===== src/rtl/core/blc_pkg.sv =====
// shared types and codes for the biphase line codec
// no dependencies
`default_nettype none

package blc_pkg;

    localparam int WORD_W = 16;
    localparam int CFG_IDX_W = 2;
    localparam int CFG_DATA_W = 2;

    // line code selection
    localparam logic [1:0] MODE_MANCH = 2'd0;
    localparam logic [1:0] MODE_DIFF  = 2'd1;
    localparam logic [1:0] MODE_BMC   = 2'd2;

    // configuration register indexes
    localparam logic [CFG_IDX_W-1:0] CFG_CODE_MODE    = 2'd0;
    localparam logic [CFG_IDX_W-1:0] CFG_DECODE_DIR   = 2'd1;
    localparam logic [CFG_IDX_W-1:0] CFG_INVERT_CHIPS = 2'd2;
    localparam logic [CFG_IDX_W-1:0] CFG_START_LEVEL  = 2'd3;

    // one accepted input item
    typedef struct packed {
        logic [WORD_W-1:0] word;
        logic              restart;
    } blc_item_t;

    // one result item
    typedef struct packed {
        logic [WORD_W-1:0] word;
        logic              code_error;
        logic              line_level;
    } blc_result_t;

endpackage

`default_nettype wire


===== src/rtl/core/biphase_line_codec_unit.sv =====
// biphase line codec top level: Manchester, differential Manchester, biphase mark
// depends on blc_pkg
`default_nettype none

// Usage
// - input channel: in_valid/in_ready carry word_in and restart; encode takes data
//   in the low DATA_BITS bits, decode takes 2*DATA_BITS chips, first chip in bit 0
// - output channel: out_valid/out_ready carry word_out, code_error, line_level
// - config channel: cfg_valid/cfg_ready carry cfg_index and cfg_data; cfg_ready
//   is always high; write only while no item is in flight
// - path: an input item passes the input register, then the result register,
//   before its result is offered
// - throughput: one item per cycle while out_ready is high, set by the combinational
//   coding logic between the two registers; the stored line level is updated as each
//   item moves into the result register
// - stall: while out_ready is low the result holds; one more item waits in
//   the input register, then in_ready drops
// - reset: valid flags and configuration registers clear, channels empty, stored line level 0,
//   Manchester encode without inversion
module biphase_line_codec_unit
    import blc_pkg::*;
#(
    parameter int DATA_BITS = 8
) (
    input  wire logic                  clk,
    input  wire logic                  rst_n,
    // configuration write channel
    input  wire logic                  cfg_valid,
    output logic                       cfg_ready,
    input  wire logic [CFG_IDX_W-1:0]  cfg_index,
    input  wire logic [CFG_DATA_W-1:0] cfg_data,
    // input item channel
    input  wire logic                  in_valid,
    output logic                       in_ready,
    input  wire logic [WORD_W-1:0]     word_in,
    input  wire logic                  restart,
    // result channel
    output logic                       out_valid,
    input  wire logic                  out_ready,
    output logic [WORD_W-1:0]          word_out,
    output logic                       code_error,
    output logic                       line_level
);

    localparam int CHIPS = 2 * DATA_BITS;
    localparam int WIDE  = (CHIPS > WORD_W) ? CHIPS : WORD_W;

    // configuration registers
    logic [1:0] code_mode_reg;
    logic       decode_dir_reg;
    logic       invert_chips_reg;
    logic       start_level_reg;

    // stored line level
    logic       last_level_reg;
    logic       last_level_next;

    // pipeline registers
    logic        s1_valid_reg;
    blc_item_t   s1_item_reg;
    logic        out_valid_reg;
    blc_result_t out_res_reg;
    blc_result_t out_res_next;

    // handshake control
    logic in_xfer;
    logic out_free;
    logic s1_adv;

    // coding datapath
    logic [1:0]       mode_eff;
    logic             inv_en;
    logic             lvl_start;
    logic [WIDE-1:0]  w_ext;
    logic [CHIPS-1:0] enc_chips;
    logic [CHIPS-1:0] dec_chips;
    logic [DATA_BITS-1:0] dec_data;
    logic             dec_err;
    logic [WIDE-1:0]  enc_ext;
    logic [WIDE-1:0]  dec_ext;

    assign cfg_ready = 1'b1;
    assign out_free  = !out_valid_reg || out_ready;
    assign s1_adv    = s1_valid_reg && out_free;
    assign in_ready  = !s1_valid_reg || out_free;
    assign in_xfer   = in_valid && in_ready;

    // configuration writes
    always_ff @(posedge clk or negedge rst_n)
    begin
        if (!rst_n)
        begin
            code_mode_reg    <= MODE_MANCH;
            decode_dir_reg   <= 1'b0;
            invert_chips_reg <= 1'b0;
            start_level_reg  <= 1'b0;
        end
        else if (cfg_valid && cfg_ready)
        begin
            unique case (cfg_index)
                CFG_CODE_MODE:    code_mode_reg    <= cfg_data;
                CFG_DECODE_DIR:   decode_dir_reg   <= cfg_data[0];
                CFG_INVERT_CHIPS: invert_chips_reg <= cfg_data[0];
                CFG_START_LEVEL:  start_level_reg  <= cfg_data[0];
            endcase
        end
    end

    // effective mode: the unused code behaves as biphase mark
    always_comb
    begin
        if (code_mode_reg == MODE_MANCH)
            mode_eff = MODE_MANCH;
        else if (code_mode_reg == MODE_DIFF)
            mode_eff = MODE_DIFF;
        else
            mode_eff = MODE_BMC;
    end

    assign inv_en    = (mode_eff == MODE_MANCH) && invert_chips_reg;
    assign lvl_start = s1_item_reg.restart ? start_level_reg : last_level_reg;
    assign w_ext     = WIDE'(s1_item_reg.word);

    // encoder: one cell per data bit, level carried cell to cell in the differential modes
    always_comb
    begin
        logic lvl;
        logic d;
        logic a;
        logic b;
        lvl       = lvl_start;
        enc_chips = '0;
        for (int i = 0; i < DATA_BITS; i++)
        begin
            d = w_ext[i];
            unique case (mode_eff)
                MODE_MANCH:
                begin
                    a = d;
                    b = !d;
                end
                MODE_DIFF:
                begin
                    lvl = lvl ^ d;
                    a   = !lvl;
                    b   = lvl;
                end
                default:
                begin
                    a   = !lvl;
                    b   = lvl ^ !d;
                    lvl = b;
                end
            endcase
            enc_chips[2*i]   = a;
            enc_chips[2*i+1] = b;
        end
        enc_chips = enc_chips ^ {CHIPS{inv_en}};
    end

    // decoder: each cell checked against its pair or the previous chip
    assign dec_chips = w_ext[CHIPS-1:0] ^ {CHIPS{inv_en}};

    always_comb
    begin
        logic prev;
        logic a;
        logic b;
        prev     = lvl_start;
        dec_data = '0;
        dec_err  = 1'b0;
        for (int i = 0; i < DATA_BITS; i++)
        begin
            a = dec_chips[2*i];
            b = dec_chips[2*i+1];
            unique case (mode_eff)
                MODE_MANCH:
                begin
                    if (a == b)
                        dec_err = 1'b1;
                    dec_data[i] = a;
                end
                MODE_DIFF:
                begin
                    if (a == b)
                        dec_err = 1'b1;
                    dec_data[i] = (a == prev);
                end
                default:
                begin
                    if (a == prev)
                        dec_err = 1'b1;
                    dec_data[i] = a ^ b;
                end
            endcase
            prev = b;
        end
    end

    assign enc_ext = WIDE'(enc_chips);
    assign dec_ext = dec_err ? '0 : WIDE'(dec_data);

    // result assembly
    always_comb
    begin
        if (decode_dir_reg)
        begin
            out_res_next.word       = dec_ext[WORD_W-1:0];
            out_res_next.code_error = dec_err;
            last_level_next         = w_ext[CHIPS-1];
        end
        else
        begin
            out_res_next.word       = enc_ext[WORD_W-1:0];
            out_res_next.code_error = 1'b0;
            last_level_next         = enc_chips[CHIPS-1];
        end
        out_res_next.line_level = last_level_next;
    end

    // pipeline control and stored level
    always_ff @(posedge clk or negedge rst_n)
    begin
        if (!rst_n)
        begin
            s1_valid_reg   <= 1'b0;
            out_valid_reg  <= 1'b0;
            last_level_reg <= 1'b0;
        end
        else
        begin
            if (in_xfer)
                s1_valid_reg <= 1'b1;
            else if (s1_adv)
                s1_valid_reg <= 1'b0;

            if (s1_adv)
            begin
                out_valid_reg  <= 1'b1;
                last_level_reg <= last_level_next;
            end
            else if (out_ready)
                out_valid_reg <= 1'b0;
        end
    end

    // payload registers
    always_ff @(posedge clk)
    begin
        if (in_xfer)
            s1_item_reg <= '{word: word_in, restart: restart};
        if (s1_adv)
            out_res_reg <= out_res_next;
    end

    assign out_valid  = out_valid_reg;
    assign word_out   = out_res_reg.word;
    assign code_error = out_res_reg.code_error;
    assign line_level = out_res_reg.line_level;

endmodule

`default_nettype wire


===== config.mk =====
export PLATFORM = sky130hd
export DESIGN_NAME = biphase_line_codec_unit
export DESIGN_NICKNAME = d
export VERILOG_FILES = /design/src/rtl/core/blc_pkg.sv /design/src/rtl/core/biphase_line_codec_unit.sv
export SDC_FILE = /design/constraint.sdc
export NUM_CORES = 1
export LEC_CHECK = 0
export ABC_CLOCK_PERIOD_IN_PS = 3900
export BUFFER_PORTS_ARGS = -buffer_cell sky130_fd_sc_hd__buf_2
export CELL_PAD_IN_SITES_DETAIL_PLACEMENT = 0
export CELL_PAD_IN_SITES_GLOBAL_PLACEMENT = 2
export CORE_MARGIN = 2
export CORE_UTILIZATION = 40
export CTS_BUF_LIST = sky130_fd_sc_hd__clkbuf_8
export DETAILED_ROUTE_END_ITERATION = 8
export PLACE_DENSITY_LB_ADDON = 0.1
export SYNTH_ARGS = -nofsm -noshare
export SYNTH_HDL_FRONTEND = slang
export SYNTH_SLANG_ARGS = --single-unit
export TNS_END_PERCENT = 10

===== constraint.sdc =====
create_clock -name clk -period 3.9 [get_ports clk]
set_input_delay 0.39 -clock clk [delete_from_list [all_inputs] [get_ports clk]]
set_output_delay 0.39 -clock clk [all_outputs]
set_load 0.1 [all_outputs]

==> run summary <==
Final Cell Area -> 3112 µm²
Detail Route Antenna Nets -> 0
first-pass GRT wire length -> 9901 µm
PD cells -> 589.5 nW/µm²
Max Slew Vio Count -> 0
Fin. Hold Viols -> 0
WP data required -> 3960 ps
Total Routed Length -> 6025 µm
largest net degree at the start of global routing -> 27
# diodes -> 0
1st-iter DRT viols -> 136
via count of the first global-routing pass -> 1909
HP Class -> in2reg
Die Wd -> 87.09 µm
setup violators final -> 0
max incr delay on CP -> 520 ps
die area -> 7584 µm²
FF-to-FF Start -> s1_item_reg[0]
Hold Crit Start -> word_in[3]
cts bufs inserted -> 5
critical path class -> reg2reg
Final Cycle Share -> 62.81%
run status -> complete, no violations
post-synthesis async set-or-reset flop share -> 18.60%
slew margin rel. -> 51.31%
Clock Skews -> 6.078 ps
final net count -> 324
clk_lat worst skew -> 300 ps
switching share of power -> 45.51%
RSZ-0062 raised after global routing -> no
FMAX -> 408.2 MHz
Sum Neg Setup Slack -> 0 ps
Period minus WS final -> 2450 ps
Distinct cells, synth -> 51
Int Power -> 0.9995 mW
Mapped Area -> 2761 µm²
sequential share of the synthesized area -> 45.31%
Mapped Cells -> 263
Reg power frac -> 35.5%
Die Y -> 87.09 µm
vias -> 1987
number of remaining DRC errors -> 0
peak supply drop -> 0.0002069 V
GR Util All Layers -> 17.20%
Max Cap Viol -> 0
Mean Syn Cell Area -> 10.50 µm²
Comb power frac -> 48.0%
crit path max fanout -> 7
reg2reg end -> word_out[13]
area grow syn2layout -> 12.69%
Worst Reg2Reg Path Length in Cells -> 5
Initial Utilization -> 41.10%
Critical Path End Type -> flop
clk root buf -> clkbuf_8
most common flop cell mapped by yosys -> edfxtp_1
dpl hpwl -> 4512 µm
placed cell areas -> 3007 µm²
clk buf depth -> 2
overflow left after global routing -> 0
P_sw -> 0.8348 mW
initial antenna violation count -> 0
Hold Path Cell Cnt -> 1
H-tree Lvls -> 2
yosys warns -> 0
Slew @ Worst Pin -> 729.5 ps
routed length per instance -> 15.90 µm
CTS tree -> done
CP Launch Type -> flop
final RePlAce weighted congestion -> 0.8164
EDFF count, synth -> 35
cell row count -> 30
Clk network pwr share -> 16.5%
Seq cells post-synth -> 43
Worst EP arrival -> 2510 ps
share of layout cells above drive strength 1 -> 22.74%
Worst path slowest cell -> mux2i_4
synthesized net count -> 289
port bufs -> 45
# IOs -> 47
Post CTS Setup Buffer Count -> 0
Leak Pwr -> 1.200 nW
reg2reg setup slack -> 1450 ps
Core ar. -> 6719 µm²
Worst Hold End -> w_ext[3]
Worst-path clk slew -> 90 ps
CP Cell Sequence -> mux2i_4 > xnor2_1 > or3_1 > a32oi_1 > mux2_1
Initial DRT Pass Iterations -> 4
via/cell ratio -> 5.243
clk sink count -> 43
## per-stage QoR
stage | worst slack, ps | std cells | utilization (%) | hold slack [ps] | total power [mW]
final | 1450 | 379 | 46.31 | 256.3 | 1.834
after global routing | 1329 | 379 | 46.31 | 234.9 | 1.941
after CTS | 1460 | 379 | 46.31 | 246.6 | 1.850
after detailed placement | 1479 | 370 | 44.75 | 245.8 | 1.542
after global placement | 1484 | 370 | 44.75 | 244.8 | 1.547
after floorplan | 954.9 | 263 | - | 94.41 | 1.378
## cells in the final DEF, fill, tap and decap left out, types with 2 or more instances in the layout
| cell type | instances |
|---|---|
| nand2b_1 | 6 |
| nor3b_1 | 3 |
| dfrtp_1 | 8 |
| o21ai_1 | 2 |
| or2_2 | 2 |
| buf_4 | 2 |
| xor2_1 | 20 |
| nand3_1 | 7 |
| o211ai_1 | 4 |
| nand2_1 | 20 |
| and2_1 | 6 |
| nand3b_1 | 2 |
| edfxtp_1 | 35 |
| o31ai_1 | 9 |
| mux2i_1 | 3 |
| o311ai_1 | 2 |
| nor2_1 | 17 |
| inv_6 | 2 |
| mux2_1 | 2 |
| xnor3_1 | 2 |
| nor2b_1 | 6 |
| buf_2 | 45 |
| mux2_2 | 6 |
| o21ai_0 | 6 |
| nor4_1 | 3 |
| xnor2_1 | 24 |
| or3_1 | 3 |
| inv_1 | 5 |
| clkbuf_8 | 5 |
| and3_1 | 2 |
| o22ai_1 | 7 |
| nor3_1 | 4 |
| a21oi_1 | 10 |
## worst max-delay path by stage
stage	from	endpoint	slack [ps]	depth (start not counted)
after global routing	s1_item_reg[0]	word_out[13]	1330	5
after global placement	s1_item_reg[0]	word_out[13]	1480	5
after floorplan	out_valid	s1_item_reg[0]	950	2
after CTS	w_ext[1]	word_out[4]	1460	5
final	s1_item_reg[0]	word_out[13]	1450	5
after detailed placement	w_ext[0]	word_out[4]	1480	5
## final cells by class
class	count	area, µm²
fill	633	3607
multi-input combinational	195	1396
sequential	43	1251
timing repair buffer	48	250.2
tap	80	100.1
clock buffer	5	68.82
clock inverter	3	26.28
inverter	5	18.77
## worst max-delay path, delay by kind of cell (launching register included)
kind / cells / cell delay (ps)
compound gates: 1 / 290
xor+xnor: 1 / 240
flops: 1 / 430
mux: 2 / 870
simple gates: 1 / 380
## cell usage after synthesis (all sizes together) (8+ instances only)
cell type  count  area [µm²]
edfxtp        35        1051
xnor2         25       237.7
nand2         20       75.07
xor2          20       175.2
nor2          17       63.81
a21oi         10       50.05
buf           10       57.55
clkbuf        10       37.54
o31ai          9       67.56
dfrtp          8       200.2
mux2           8       90.08
o21ai          8       40.04
## routing by layer
layer	routed length (µm)	global-route usage, %	vias to the layer above
li1	-	-	1006
met1	2921	24.26	925
met2	2829	27.06	51
met3	213	3.033	5
met4	60	5.114	0
met5	0	0	-
## what timing repair did
item | 4_1_cts | 5_1_grt
endpoints found under the hold margin | 8 | 0
hold buffers | 1 | 0
gates resized for setup | 0 | 0
## kinds of logic after synthesis
group / synth area share (%)
buf+inv: 4.123
mux: 5.165
other cells: 0.1358
flops: 45.31
simple gates: 15.77
compound gates: 12.01
xor+xnor: 17.49
## power by group through the flow
stage	Combinational (mW)	Clock [mW]	Sequential, mW
finish	0.880	0.303	0.650
global placement	0.887	0	0.660
floorplan	0.492	0	0.887
global route	0.946	0.334	0.660
detailed placement	0.880	0	0.661
CTS	0.885	0.314	0.651
Power figures use the tool's default switching activity.
